**config.mk**
```make
export PLATFORM = sky130hd
export DESIGN_NAME = mesh_route_vc_select_top
export DESIGN_NICKNAME = d
export VERILOG_FILES = /design/src/hw/rtl/mrvs_pkg.sv /design/src/hw/rtl/mrvs_engine.sv /design/src/hw/rtl/mesh_route_vc_select_top.sv
export SDC_FILE = /design/constraint.sdc
export NUM_CORES = 1
export LEC_CHECK = 0
export BUFFER_PORTS_ARGS = -buffer_cell sky130_fd_sc_hd__buf_2
export CORE_ASPECT_RATIO = 1.5
export CORE_MARGIN = 2
export CORE_UTILIZATION = 61
export CTS_BUF_LIST = sky130_fd_sc_hd__clkbuf_8
export DETAILED_ROUTE_END_ITERATION = 8
export GPL_ROUTABILITY_DRIVEN = 0
export PLACE_DENSITY = 0.91
export SETUP_SLACK_MARGIN = 0.2
export SLEW_MARGIN = 40
export SYNTH_ARGS = -nofsm -noshare
export SYNTH_HDL_FRONTEND = slang
export SYNTH_HIERARCHICAL = 1
export SYNTH_SLANG_ARGS = --single-unit
```
**constraint.sdc**
```tcl
create_clock -name aclk -period 5.7 [get_ports aclk]
set_input_delay 0.855 -clock aclk [delete_from_list [all_inputs] [get_ports aclk]]
set_output_delay 0.855 -clock aclk [all_outputs]
set_load 0.02 [all_outputs]
```
**src/hw/rtl/mrvs_pkg.sv**
```systemverilog
// Shared types and constants for the mesh route and VC select block.
package mrvs_pkg;

    localparam int BUFFER_CAPACITY = 16;
    localparam int COORD_W = 4;
    localparam int FS_W = 8;
    localparam int LEN_W = 8;
    localparam int LINK_W = 2;
    localparam int NUM_LINKS = 4;
    localparam int NUM_ENTRIES = 8;
    localparam int ENTRY_W = 3;
    localparam int CFG_IDX_W = 2;
    localparam int CFG_DATA_W = 8;

    localparam logic [FS_W-1:0] FS_CAP = FS_W'(BUFFER_CAPACITY);

    localparam logic [LINK_W-1:0] LINK_XNEG = 2'd0;
    localparam logic [LINK_W-1:0] LINK_XPOS = 2'd1;
    localparam logic [LINK_W-1:0] LINK_YNEG = 2'd2;
    localparam logic [LINK_W-1:0] LINK_YPOS = 2'd3;

    localparam logic VC_ONE = 1'b0;
    localparam logic VC_TWO = 1'b1;

    localparam logic [CFG_IDX_W-1:0] CFG_NODE_X = 2'd0;
    localparam logic [CFG_IDX_W-1:0] CFG_NODE_Y = 2'd1;
    localparam logic [CFG_IDX_W-1:0] CFG_MSG_LEN = 2'd2;

    localparam logic [LEN_W-1:0] MSG_LEN_RESET = 8'd4;

    typedef enum logic [1:0] {
        ACT_ROUTE  = 2'd0,
        ACT_CREDIT = 2'd1,
        ACT_CLEAR  = 2'd2
    } action_t;

    typedef enum logic [1:0] {
        ST_GRANTED = 2'd0,
        ST_BLOCKED = 2'd1,
        ST_AT_DEST = 2'd2,
        ST_ACK     = 2'd3
    } status_t;

    typedef struct packed {
        logic [1:0]         action;
        logic [COORD_W-1:0] dst_x;
        logic [COORD_W-1:0] dst_y;
        logic [LINK_W-1:0]  credit_link;
        logic               credit_vc;
        logic [FS_W-1:0]    credit_amount;
    } req_t;

    typedef struct packed {
        status_t           status;
        logic [LINK_W-1:0] out_link;
        logic              out_vc;
    } res_t;

    typedef struct packed {
        logic [COORD_W-1:0] node_x;
        logic [COORD_W-1:0] node_y;
        logic [LEN_W-1:0]   msg_len;
    } cfg_t;

endpackage

```
**src/hw/rtl/mrvs_engine.sv**
```systemverilog
// Link/VC allocation logic with free-space counters and link busy flags.
module mrvs_engine (
    input  logic          aclk,
    input  logic          aresetn,
    input  logic          fire,
    input  mrvs_pkg::req_t req,
    input  mrvs_pkg::cfg_t cfg,
    output mrvs_pkg::res_t res
);
    import mrvs_pkg::*;

    logic [NUM_LINKS-1:0] busy_reg, busy_next;
    logic [FS_W-1:0]      fs_reg [NUM_ENTRIES];
    logic [FS_W-1:0]      fs_next [NUM_ENTRIES];

    logic [NUM_ENTRIES-1:0] pass;
    logic                   x_pos, y_pos, x_zero, y_zero;
    logic [LINK_W-1:0]      xl, yl;
    logic                   yv;
    logic                   ok_x1, ok_x2, ok_y;
    logic                   grant;
    logic [ENTRY_W-1:0]     gidx, cidx;
    logic [FS_W:0]          csum;

    always_comb begin
        for (int i = 0; i < NUM_ENTRIES; i++) begin
            pass[i] = fs_reg[i] >= cfg.msg_len;
        end
    end

    assign x_pos  = req.dst_x > cfg.node_x;
    assign y_pos  = req.dst_y > cfg.node_y;
    assign x_zero = req.dst_x == cfg.node_x;
    assign y_zero = req.dst_y == cfg.node_y;
    assign xl     = x_pos ? LINK_XPOS : LINK_XNEG;
    assign yl     = y_pos ? LINK_YPOS : LINK_YNEG;
    assign yv     = y_pos ? VC_ONE : VC_TWO;

    assign ok_x1 = !x_zero && !busy_reg[xl] && pass[{xl, VC_ONE}];
    assign ok_x2 = !x_zero && !busy_reg[xl] && pass[{xl, VC_TWO}];
    assign ok_y  = !y_zero && !busy_reg[yl] && pass[{yl, yv}];

    assign cidx = {req.credit_link, req.credit_vc};
    assign csum = {1'b0, fs_reg[cidx]} + {1'b0, req.credit_amount};

    always_comb begin
        res.status   = ST_ACK;
        res.out_link = LINK_XNEG;
        res.out_vc   = VC_ONE;
        grant        = 1'b0;
        unique case (req.action)
            ACT_ROUTE: begin
                if (x_zero && y_zero) begin
                    res.status = ST_AT_DEST;
                end else if (ok_x1) begin
                    res.status   = ST_GRANTED;
                    res.out_link = xl;
                    res.out_vc   = VC_ONE;
                    grant        = 1'b1;
                end else if (ok_x2) begin
                    res.status   = ST_GRANTED;
                    res.out_link = xl;
                    res.out_vc   = VC_TWO;
                    grant        = 1'b1;
                end else if (ok_y) begin
                    res.status   = ST_GRANTED;
                    res.out_link = yl;
                    res.out_vc   = yv;
                    grant        = 1'b1;
                end else begin
                    res.status = ST_BLOCKED;
                end
            end
            default: begin
            end
        endcase
    end

    assign gidx = {res.out_link, res.out_vc};

    always_comb begin
        busy_next = busy_reg;
        for (int i = 0; i < NUM_ENTRIES; i++) begin
            fs_next[i] = fs_reg[i];
        end
        if (fire) begin
            if (grant) begin
                busy_next[res.out_link] = 1'b1;
            end
            if (req.action == ACT_CLEAR) begin
                busy_next = '0;
            end
            for (int i = 0; i < NUM_ENTRIES; i++) begin
                if (grant && gidx == ENTRY_W'(i)) begin
                    fs_next[i] = fs_reg[i] - cfg.msg_len;
                end else if (req.action == ACT_CREDIT && cidx == ENTRY_W'(i)) begin
                    fs_next[i] = (csum > {1'b0, FS_CAP}) ? FS_CAP : csum[FS_W-1:0];
                end
            end
        end
    end

    always_ff @(posedge aclk) begin
        if (!aresetn) begin
            busy_reg <= '0;
            for (int i = 0; i < NUM_ENTRIES; i++) begin
                fs_reg[i] <= FS_CAP;
            end
        end else begin
            busy_reg <= busy_next;
            for (int i = 0; i < NUM_ENTRIES; i++) begin
                fs_reg[i] <= fs_next[i];
            end
        end
    end

    a_grant_sets_busy: assert property (@(posedge aclk) disable iff (!aresetn)
        fire && grant |=> busy_reg[$past(res.out_link)])
        else $error("granted link not marked busy");

    a_grant_was_free: assert property (@(posedge aclk) disable iff (!aresetn)
        grant |-> !busy_reg[res.out_link])
        else $error("grant on a busy link");

    a_clear_busy: assert property (@(posedge aclk) disable iff (!aresetn)
        fire && req.action == ACT_CLEAR |=> busy_reg == '0)
        else $error("busy flags not cleared");

    a_credit_cap: assert property (@(posedge aclk) disable iff (!aresetn)
        fire && req.action == ACT_CREDIT |=> fs_reg[$past(cidx)] <= FS_CAP)
        else $error("credit exceeded capacity");

    a_nogrant_zero: assert property (@(posedge aclk)
        res.status != ST_GRANTED |-> res.out_link == LINK_XNEG && res.out_vc == VC_ONE)
        else $error("link or vc set without grant");

endmodule

```
**src/hw/rtl/mesh_route_vc_select_top.sv**
```systemverilog
// Top level: config registers, request input register and result register.
// Output-port and virtual-channel selector for one 2D-mesh router. Each request
// (route, credit return or busy clear) is held in the input register and then in
// the result register; a new request is accepted every cycle while the result
// side keeps up. Allocation is one pass of compares over the eight free-space
// counters and four busy flags, so the sustained rate is one request per cycle
// while the result side keeps up. Write the config registers only while no
// request is in flight.
module mesh_route_vc_select_top (
    input  logic                              aclk,
    input  logic                              aresetn,
    input  logic                              cfg_we,
    input  logic [mrvs_pkg::CFG_IDX_W-1:0]    cfg_index,
    input  logic [mrvs_pkg::CFG_DATA_W-1:0]   cfg_wdata,
    input  logic                              s_valid,
    output logic                              s_ready,
    input  logic [1:0]                        s_action,
    input  logic [mrvs_pkg::COORD_W-1:0]      s_dst_x,
    input  logic [mrvs_pkg::COORD_W-1:0]      s_dst_y,
    input  logic [mrvs_pkg::LINK_W-1:0]       s_credit_link,
    input  logic                              s_credit_vc,
    input  logic [mrvs_pkg::FS_W-1:0]         s_credit_amount,
    output logic                              m_valid,
    input  logic                              m_ready,
    output logic [1:0]                        m_status,
    output logic [mrvs_pkg::LINK_W-1:0]       m_out_link,
    output logic                              m_out_vc
);
    import mrvs_pkg::*;

    cfg_t cfg_reg;
    logic in_valid_reg;
    req_t in_req_reg;
    logic out_valid_reg;
    res_t out_res_reg;
    res_t res;
    logic advance;

    assign advance = in_valid_reg && (!out_valid_reg || m_ready);
    assign s_ready = !in_valid_reg || advance;

    always_ff @(posedge aclk) begin
        if (!aresetn) begin
            cfg_reg.node_x  <= '0;
            cfg_reg.node_y  <= '0;
            cfg_reg.msg_len <= MSG_LEN_RESET;
        end else if (cfg_we) begin
            unique case (cfg_index)
                CFG_NODE_X:  cfg_reg.node_x  <= cfg_wdata[COORD_W-1:0];
                CFG_NODE_Y:  cfg_reg.node_y  <= cfg_wdata[COORD_W-1:0];
                CFG_MSG_LEN: cfg_reg.msg_len <= cfg_wdata[LEN_W-1:0];
                default: begin
                end
            endcase
        end
    end

    always_ff @(posedge aclk) begin
        if (!aresetn) begin
            in_valid_reg  <= 1'b0;
            out_valid_reg <= 1'b0;
        end else begin
            if (s_valid && s_ready) begin
                in_valid_reg <= 1'b1;
            end else if (advance) begin
                in_valid_reg <= 1'b0;
            end
            if (advance) begin
                out_valid_reg <= 1'b1;
            end else if (m_ready) begin
                out_valid_reg <= 1'b0;
            end
        end
    end

    always_ff @(posedge aclk) begin
        if (s_valid && s_ready) begin
            in_req_reg <= '{action: s_action, dst_x: s_dst_x, dst_y: s_dst_y,
                            credit_link: s_credit_link, credit_vc: s_credit_vc,
                            credit_amount: s_credit_amount};
        end
        if (advance) begin
            out_res_reg <= res;
        end
    end

    mrvs_engine u_engine (
        .aclk    (aclk),
        .aresetn (aresetn),
        .fire    (advance),
        .req     (in_req_reg),
        .cfg     (cfg_reg),
        .res     (res)
    );

    assign m_valid    = out_valid_reg;
    assign m_status   = out_res_reg.status;
    assign m_out_link = out_res_reg.out_link;
    assign m_out_vc   = out_res_reg.out_vc;

    a_empty_ready: assert property (@(posedge aclk) disable iff (!aresetn)
        !in_valid_reg |-> s_ready)
        else $error("stalled with empty input register");

    a_advance_fills: assert property (@(posedge aclk) disable iff (!aresetn)
        advance |=> out_valid_reg)
        else $error("request advanced without a result");

    a_no_drop: assert property (@(posedge aclk) disable iff (!aresetn)
        out_valid_reg && !m_ready |-> !advance)
        else $error("result overwritten before taken");

endmodule
```
==> key figures, run 1 <==
Status
  – Outcome: finished, final reports clean

Timing
  – Hold Vio Cnt, Final: 0
  – Pins Over Slew Limit: 0
  – Tcrit/Tclk final: 0.750
  – Hold Slack: 462 ps
  – Slew headroom: 0.495
  – Worst-Margin Slew: 757 ps
  – Highest Clock Rate: 234 MHz
  – Worst Skew: 20.4 ps
  – Final TNS setup: 0 ps
  – # setup viols final: 0
  – Min Tclk post-route: 4280 ps
  – RSZ-0062 raised after global routing: no

Global routing
  – First-pass GRT wire length: 31.4 mm
  – Vias in the first global route: 6259
  – Total gr overflow: 0
  – Largest net degree at the start of global routing: 68
  – Initial antenna violation count: 0
  – Total track usage: 0.311

Clocking
  – Clock-pin transition on the worst setup and hold timing paths: 110 ps
  – Post-CTS Hold Buffers: 0
  – H-tree levels: 3
  – Post-CTS Setup Bufs: 0
  – CTS resizes: 0
  – Clk root buf: clkbuf_8
  – Clk sinks: 112
  – Clk Latency, worst-skew pair: 400 ps
  – Clock Tree Buf Depth: 2
  – Cts bufs inserted: 9
  – CTS tree: yes

Worst setup path
  – WP data arrival: 4600 ps
  – Critical path endpoint category: register
  – WS Path Type: register to register
  – WP data required: 6020 ps
  – CP Launch Type: register
  – Max FO, Critical Path: 13

Detailed routing
  – Via density: 6.49
  – Total number of vias: 6299
  – DR pass1 iterations: 5
  – Routed WL: 19.7 mm
  – Iteration-0 DRC Markers: 455
  – Antenna-violating nets left: 0
  – DRC: 0
  – WL per Instance: 20.3 µm

Floorplan
  – I/O pin count: 43
  – Starting Density: 0.623
  – Die ar.: 13100 µm²
  – Core Region: 12000 µm²
  – Die X: 94.2 µm
  – Standard-cell rows: 49
  – Die height: 139 µm

Logic synthesis
  – Post-Syn Area per Cell: 9.51 µm²
  – Yosys warning total: 6
  – EDFF count, synth: 26
  – Post-synth net total: 890
  – Mapped Cells: 783
  – Yosys reg bits: 112
  – Unique masters post-synth: 67
  – Cell area after synthesis: 7440 µm²
  – Main flop type after synthesis: dfxtp_1
  – Post-synthesis sequential area ratio: 0.336
  – Async SR Flop Fraction: 0

Pwr
  – Design Power: 1.61 mW
  – Pwr dens: 202 nW/µm²
  – Worst vdd ir: 0.000189 V
  – Static Leakage: 3.19 nW

Finish
  – Area grow syn2layout: 7.04%
  – Nets: 920
  – Largest register FFs: 64
  – # diodes: 0
  – Share of cells above drive strength 1: 0.150
  – Number of fill cells: 884
  – Non-filler cells, final: 971

Run
  – MaxCap Viol Count: 0

Placed design
  – Detailed placer's ending HPWL: 14.6 mm
  – PortBufs: 42
  – Post-Place Cells: 954

Worst hold path
  – Worst hold path class: register to register
cell usage in the layout, fill, tap and decap left out, types with 4 or more instances in the layout:
master	instances
o21ai_0	35
nor2_1	51
buf_4	5
o21ai_1	13
mux4_2	16
and3_1	13
a21boi_0	7
mux2_1	7
a211oi_1	4
a21o_1	18
nand3_1	9
a41oi_1	4
nor2b_1	17
or3_1	8
xnor2_1	20
nand2b_1	9
fa_1	7
nor3_1	19
nand4_1	13
dfxtp_1	86
buf_2	42
mux2i_1	32
edfxtp_1	26
clkbuf_8	9
mux2_2	19
a31oi_1	11
nand2_1	62
a21oi_1	52
nand3b_1	8
ha_1	64
inv_1	53
xor2_1	12
a2bb2oi_1	8
per-layer routing:
metal | vias up | track usage | part of all wire
met5 | - | 0 | 0
met4 | 0 | 0.232 | 0.079
met3 | 107 | 0.0422 | 0.053
met2 | 344 | 0.527 | 0.51
met1 | 2947 | 0.348 | 0.36
li1 | 2901 | - | -
Yosys cell counts (8+ instances only):
cell       number  share of area
dfxtp_1        86           0.23
ha_1           64           0.11
nand2_1        62          0.031
a21oi_1        53          0.036
inv_1          53          0.027
nor2_1         51          0.026
o21ai_0        35          0.024
mux2i_1        32          0.043
edfxtp_1       26           0.10
nor3_1         20          0.013
xnor2_1        20          0.024
mux2_2         19          0.029
a21o_1         18          0.018
nor2b_1        18          0.015
mux4_2         16          0.048
and3_1         13          0.011
clkbuf_1       13         0.0066
nand4_1        13          0.011
o21ai_1        13         0.0087
xor2_1         12          0.014
a31oi_1        11         0.0092
nand2b_1        9         0.0076
nand3_1         9         0.0060
a2bb2oi_1       8         0.0094
nand3b_1        8         0.0081
or3_1           8         0.0067
final cells by class:
class,instances,area (µm²),area share
clock inverter,7,61.3,0.00769
inverter,54,203,0.0254
tap,153,191,0.0240
timing repair buffer,48,259,0.0325
sequential,112,2500,0.314
multi-input combinational,588,4630,0.581
clock buffer,9,124,0.0155
metrics by stage:
stage               area (µm²)  worst slack (ps)  utilization
floorplan                 7440              1540            -
global placement          7730              1330        0.647
detailed placement        7760              1430        0.649
CTS                       7950              1400        0.665
finish                    7970              1420        0.667
global route              7970              1110        0.667
path summary, 6_finish.rpt:
check | startpoint | end | slack, ps | cells past startpoint
min | cfg_reg[13]$_SDFFE_PN0P_ | cfg_reg[13]$_SDFFE_PN0P_ | 460 | 2
max | in_req_reg[8]$_DFFE_PP_ | u_engine/fs_reg[1][2]$_SDFFE_PN0P_ | 1420 | 10
min reg2reg | cfg_reg[13]$_SDFFE_PN0P_ | cfg_reg[13]$_SDFFE_PN0P_ | 460 | 2
max reg2reg | in_req_reg[8]$_DFFE_PP_ | u_engine/fs_reg[1][2]$_SDFFE_PN0P_ | 1420 | 10
power breakdown:
part	leakage [nW]	total, mW	switching [mW]	internal, mW
combinational	2.15	0.289	0.175	0.115
sequential	0.947	0.854	0.0211	0.833
clock	0.0937	0.464	0.296	0.167
cell families (layout without fill, tap and decap cells):
group | after synthesis | count (layout) | synth area share
AND/OR/NAND/NOR | 234 | 234 | 0.166
AO/OA/AOI/OAI | 177 | 177 | 0.155
flip-flops | 112 | 112 | 0.336
buffers and inverters | 83 | 118 | 0.0481
multiplexers | 74 | 74 | 0.131
adder cells (fa/ha/maj) | 71 | 71 | 0.126
XOR/XNOR | 32 | 32 | 0.0376
worst max-delay path, cell delays in order, from the launching register on:
cell and delay [ps]:
edfxtp_1 760, buf_4 320, mux4_2 500, mux2_2 300, fa_1 440, a21o_1 190, nor4_1 410, o311ai_2 320
nor2_1 610, mux2i_1 180, a21oi_1 170
No activity file was read; power rests on OpenSTA's default activity.
==> run 2, diff against run 1 <==
==> constraint.sdc (replaced) <==
create_clock -name aclk -period 4.13 [get_ports aclk]
set_input_delay 0.6195 -clock aclk [delete_from_list [all_inputs] [get_ports aclk]]
set_output_delay 0.6195 -clock aclk [all_outputs]
set_load 0.02 [all_outputs]
==> key figures, run 2 (synthesis results as in run 1) <==
Global routing
  – First-pass GRT wire length: 32.2 mm (+2.4%)
  – Total track usage: 0.321 (+0.00948)
  – Total gr overflow: 0 (unchanged)
  – Largest net degree at the start of global routing: 42 (-38%)
  – Vias in the first global route: 6422 (+2.6%)
  – Initial antenna violation count: 0 (unchanged)

Detailed routing
  – DR WL met2: 10.3 mm (+3.0%)
  – Total number of vias: 6452 (+2.4%)
  – Iteration-0 DRC Markers: 834 (+83%)
  – Via density: 6.53 (+0.67%)
  – Metal-1 WL: 7.28 mm (+2.2%)
  – Routed WL: 20.8 mm (+5.6%)
  – Antenna-violating nets left: 0 (unchanged)
  – DR pass1 iterations: 5 (unchanged)
  – Uppermost layer routed: met4
  – Met3 wire len: 1.56 mm (+49%)
  – WL per Instance: 21.1 µm (+3.8%)
  – DRC: 0 (unchanged)

Finish
  – Final core occ: 0.679 (+0.0123)
  – # diodes: 0 (unchanged)
  – Area grow syn2layout: 9.03%
  – Most frequent cells in the layout: dfxtp_1, ha_1, nand2_1
  – Share of cells above drive strength 1: 0.166 (+0.0161)
  – Commonest non-fill, non-tap cell in the layout: dfxtp_1
  – Nets: 937 (+1.8%)
  – Largest register FFs: 64 (unchanged)

Placed design
  – Detailed placer's ending HPWL: 15.1 mm (+2.9%)
  – PortBufs: 42 (unchanged)

Status
  – Outcome: finished, final reports clean

Timing
  – Slew headroom: 0.537 (+0.0422)
  – Final TNS setup: 0 ps (unchanged)
  – Highest Clock Rate: 273 MHz (+17%)
  – Worst-Margin Slew: 691 ps (-65.5 ps)
  – RSZ-0062 raised after global routing: no
  – Hold Vio Cnt, Final: 0 (unchanged)
  – # setup viols final: 0 (unchanged)
  – Hold Slack: 391 ps (-71.2 ps)
  – Min Tclk post-route: 3670 ps (-610 ps)
  – Worst Skew: 10.7 ps (-9.68 ps)
  – Tcrit/Tclk final: 0.888 (+0.138)
  – Pins Over Slew Limit: 0 (unchanged)

Worst setup path
  – Worst Setup SP: in_req_reg[8]$_DFFE_PP_
  – R2R Path End: u_engine/fs_reg[1][0]$_SDFFE_PN0P_
  – Worst R2R Path Depth: 11 (+1)
  – WS Path Type: register to register
  – Critical path endpoint category: register
  – CP Capture Point: u_engine/fs_reg[1][0]$_SDFFE_PN0P_
  – WP data arrival: 3990 ps (-610 ps)
  – WP data required: 4450 ps (-1570 ps)
  – Max FO, Critical Path: 8 (-5)
  – Worst r2r src: in_req_reg[8]$_DFFE_PP_
  – R2r setup slk: 460 ps (-960 ps)
  – CP Launch Type: register

Clocking
  – Clock Tree Buf Depth: 2 (unchanged)
  – H-tree levels: 3 (unchanged)
  – Clock-pin transition on the worst setup and hold timing paths: 110 ps (about the same)
  – Cts bufs inserted: 9 (unchanged)
  – Clk sinks: 112 (unchanged)
  – CTS tree: yes
  – Clk root buf: clkbuf_8
  – Clk Latency, worst-skew pair: 400 ps (about the same)

Floorplan
  – Standard-cell rows: 49 (unchanged)
  – Core Region: 12000 µm² (unchanged)
  – Die height: 139 µm (unchanged)
  – Starting Density: 0.623 (unchanged)
  – Die ar.: 13100 µm² (unchanged)
  – Die X: 94.2 µm (unchanged)
  – I/O pin count: 43 (unchanged)

Pwr
  – Static Leakage: 3.29 nW (+3.3%)
  – Worst vdd ir: 0.000303 V (+61%)
  – Pwr dens: 290 nW/µm² (+44%)

Worst hold path
  – Min-delay src: s_action[1]
  – Worst hold path class: input pin to register

Run
  – MaxCap Viol Count: 0 (unchanged)
run 2: cell types whose count changed in the layout (fill, tap and decap cells not counted), sizes merged:
cell,change
buf,+17
inv,-1
bufinv,+2
clkbuf,+1
clkinvlp,-1
clkinv,-1
run 2: critical path, stage by stage, from the launching register on:
cell and delay [ps]:
edfxtp_1 380, buf_4 160, buf_4 160, mux4_2 570, mux2_2 290, ha_1 180, or4_1 520, nor3_1 270
o311a_1 310, nand2_1 230, mux2_1 370, a21oi_1 150
run 2: layout make-up:
type | count | area (µm²)
Multi-Input combinational cell | 588 | 4600
Sequential cell | 112 | 2500
Fill cell | 823 | 3840
Timing Repair Buffer | 65 | 380
Clock buffer | 10 | 138
Inverter | 54 | 203
Tap cell | 153 | 191
Clock inverter | 6 | 97.6
run 2: per-layer routing:
| layer | GRT usage | vias to the layer above |
|---|---|---|
| li1 | - | 2937 |
| met1 | 0.354 | 3027 |
| met2 | 0.539 | 368 |
| met3 | 0.0606 | 120 |
| met4 | 0.234 | 0 |
| met5 | 0 | - |
run 2: worst min-delay path by stage:
stage	to	slack (ps)	cells past startpoint
floorplan	u_engine/busy_reg[1]$_SDFFE_PN0P_	420	2
global placement	u_engine/busy_reg[1]$_SDFFE_PN0P_	440	2
detailed placement	u_engine/busy_reg[1]$_SDFFE_PN0P_	450	2
CTS	in_req_reg[11]$_DFFE_PP_	380	1
global route	in_req_reg[11]$_DFFE_PP_	380	1
finish	in_req_reg[20]$_DFFE_PP_	390	1
run 2: metrics by stage:
step	setup WS, ps	cell area [µm²]	power [mW]	std cells
floorplan	386	7450	1.49	783
global placement	385	7830	1.58	966
detailed placement	267	7830	1.59	966
CTS	209	8060	2.35	982
global route	276	8120	2.43	988
finish	463	8120	2.36	988
run 2: what timing repair did:
item | 4_1_cts | 5_1_grt
buffers inserted | 0 | 6
hold buffers | 0 | 0
setup endpoints to repair | 0 | 29
resized for setup | 0 | 2
run 2: power breakdown:
group,switching (mW),internal (mW),leakage (nW),total (mW)
Combinational,0.251,0.165,2.23,0.417
Clock,0.400,0.368,0.119,0.768
Sequential,0.0230,1.15,0.947,1.17
Total,0.674,1.68,3.29,2.36
==> run 3, diff against run 2 <==
--- a/config.mk
+++ b/config.mk
@@ -6,13 +6,15 @@
 export NUM_CORES = 1
 export LEC_CHECK = 0
 export BUFFER_PORTS_ARGS = -buffer_cell sky130_fd_sc_hd__buf_2
+export CELL_PAD_IN_SITES_DETAIL_PLACEMENT = 0
+export CELL_PAD_IN_SITES_GLOBAL_PLACEMENT = 2
 export CORE_ASPECT_RATIO = 1.5
 export CORE_MARGIN = 2
-export CORE_UTILIZATION = 61
+export CORE_UTILIZATION = 41
 export CTS_BUF_LIST = sky130_fd_sc_hd__clkbuf_8
 export DETAILED_ROUTE_END_ITERATION = 8
 export GPL_ROUTABILITY_DRIVEN = 0
-export PLACE_DENSITY = 0.91
+export PLACE_DENSITY = 0.94
 export SETUP_SLACK_MARGIN = 0.2
 export SLEW_MARGIN = 40
 export SYNTH_ARGS = -nofsm -noshare
==> key figures, run 3 (synthesis results as in run 1) <==
Status
  – Outcome: finished, final reports clean

Finish
  – Nets: 928 (-0.96%)
  – Largest register FFs: 64 (unchanged)
  – Area grow syn2layout: 8.57%
  – Most frequent cells in the layout: dfxtp_1, ha_1, nand2_1
  – Multi-input gate area: 4590 µm² (-0.24%)
  – Number of fill cells: 1771 (+120%)
  – Non-filler cells, final: 1043 (+5.6%)
  – Commonest non-fill, non-tap cell in the layout: dfxtp_1
  – # diodes: 0 (unchanged)
  – Reg area: 2500 µm² (unchanged)
  – Cell area after layout: 8080 µm² (-0.42%)
  – Share of cells above drive strength 1: 0.154 (-0.0127)

Worst setup path
  – Max stage delay cell, worst path: mux4_2
  – WP data arrival: 4030 ps (+40 ps)
  – Max FO, Critical Path: 22 (+14)
  – Crit path max-delay family: multiplexers
  – Worst Setup SP: in_req_reg[8]$_DFFE_PP_
  – WP data required: 4440 ps (about the same)
  – Buf/Inv on CP: 1 (-1)
  – WP depth: 11 (unchanged)
  – Critical path endpoint category: register
  – Slowest stage delay, CP: 510 ps (-60 ps)
  – WS Path Type: register to register
  – Worst R2R Path Depth: 11 (unchanged)
  – Critical-path cell list: buf_12 -> mux4_2 -> mux2_2 -> ha_1 -> fa_1 -> a21o_1 -> nor4_1 -> o311a_1 -> nand2_1 -> mux2_1 -> a21oi_1
  – CP Launch Type: register
  – Worst r2r src: in_req_reg[8]$_DFFE_PP_

Timing
  – Slew headroom: 0.535 (-0.00222)
  – # setup viols final: 0 (unchanged)
  – RSZ-0062 raised after global routing: no
  – Worst Skew: 22.0 ps (+11.3 ps)
  – Pins Over Slew Limit: 0 (unchanged)
  – Hold Slack: 396 ps (+5.47 ps)
  – Tcrit/Tclk final: 0.901 (+0.0135)
  – Highest Clock Rate: 269 MHz (-1.5%)
  – Hold Vio Cnt, Final: 0 (unchanged)
  – Final TNS setup: 0 ps (unchanged)
  – Worst-Margin Slew: 696 ps (+4.48 ps)
  – Min Tclk post-route: 3720 ps (+55.6 ps)

Clocking
  – Clk root buf: clkbuf_8
  – Post-CTS Hold Buffers: 0 (unchanged)
  – CTS tree: yes
  – Clk Latency, worst-skew pair: 390 ps (about the same)
  – H-tree levels: 3 (unchanged)
  – Clock Tree Buf Depth: 2 (unchanged)
  – Cts bufs inserted: 9 (unchanged)
  – Clock-pin transition on the worst setup and hold timing paths: 120 ps (about the same)
  – Post-CTS Setup Bufs: 0 (unchanged)
  – CTS resizes: 0 (unchanged)
  – Clk sinks: 112 (unchanged)

Global routing
  – Met3 usage: 0.0236 (-0.0370)
  – Total gr overflow: 0 (unchanged)
  – Initial antenna violation count: 0 (unchanged)
  – Largest net degree at the start of global routing: 39 (-7.1%)
  – Total track usage: 0.226 (-0.0947)
  – Vias in the first global route: 5973 (-7.0%)
  – First-pass GRT wire length: 33.1 mm (+2.7%)
  – Grt met2 use: 0.417 (-0.122)
  – Busiest grt layer: met2
  – M1 GR Usage: 0.259 (-0.0945)

Placed design
  – Post-Place Cells: 1027 (+6.3%)
  – Area after DPL: 7900 µm² (+0.90%)
  – Detailed placer's ending HPWL: 16.2 mm (+7.6%)
  – PortBufs: 42 (unchanged)

Floorplan
  – Die ar.: 19300 µm² (+47%)
  – Die height: 169 µm (+21%)
  – Die X: 114 µm (+21%)
  – Core Region: 17900 µm² (+49%)
  – Standard-cell rows: 60 (+22%)
  – I/O pin count: 43 (unchanged)
  – Starting Density: 0.417 (-0.206)

Detailed routing
  – Iteration-0 DRC Markers: 313 (-62%)
  – Total number of vias: 5955 (-7.7%)
  – DR pass1 iterations: 5 (unchanged)
  – WL per Instance: 20.2 µm (-4.1%)
  – DRC: 0 (unchanged)
  – Antenna-violating nets left: 0 (unchanged)
  – Via density: 5.71 (-13%)
  – Routed WL: 21.1 mm (+1.3%)

Worst hold path
  – WHS Path Cells: 1 (unchanged)
  – Worst hold path class: input pin to register
  – Min-delay src: s_credit_amount[4]

Pwr
  – Design Power: 2.23 mW (-5.5%)
  – Static Leakage: 3.23 nW (-1.9%)
  – Worst vdd ir: 0.000151 V (-50%)
  – Pwr dens: 276 nW/µm² (-5.1%)

Run
  – MaxCap Viol Count: 0 (unchanged)
[run 3: path summary, 6_finish.rpt]
| check | end | slack [ps] |
|---|---|---|
| setup / recovery | u_engine/fs_reg[1][1]$_SDFFE_PN0P_ | 410 |
| hold / removal | in_req_reg[4]$_DFFE_PP_ | 400 |
| setup reg to reg | u_engine/fs_reg[1][1]$_SDFFE_PN0P_ | 410 |
| hold reg to reg | cfg_reg[15]$_SDFFE_PN0P_ | 470 |
[run 3: through the flow]
| step | utilization | worst slack [ps] |
|---|---|---|
| global route | 0.452 | 231 |
| global placement | 0.442 | 530 |
| detailed placement | 0.442 | 417 |
| CTS | 0.452 | 392 |
| floorplan | - | 386 |
| finish | 0.452 | 408 |
[run 3: where the power goes]
part / switching (mW) / internal [mW]
sequential: 0.0211 / 1.15
combinational: 0.245 / 0.161
clock: 0.405 / 0.245
[run 3: worst register-to-register path: stages (launching register included)]
cell and delay (ps):
edfxtp_1 400, buf_12 210, mux4_2 520, mux2_2 270, ha_1 210, fa_1 420
a21o_1 190, nor4_1 370, o311a_1 330, nand2_1 240, mux2_1 360, a21oi_1 140
[run 3: cell type report]
type / instances / area share
multi-input cells: 588 / 0.568
flip-flops and latches: 112 / 0.310
repair buffers: 56 / 0.0406
well taps: 217 / 0.0336
inverters: 54 / 0.0251
clock buffers: 10 / 0.0170
clock inverters: 6 / 0.00588
[run 3: per-layer routing]
metal,wire length (µm),share of wire
met1,8270,0.39
met2,11200,0.53
met3,700,0.033
met4,875,0.042
met5,0,0
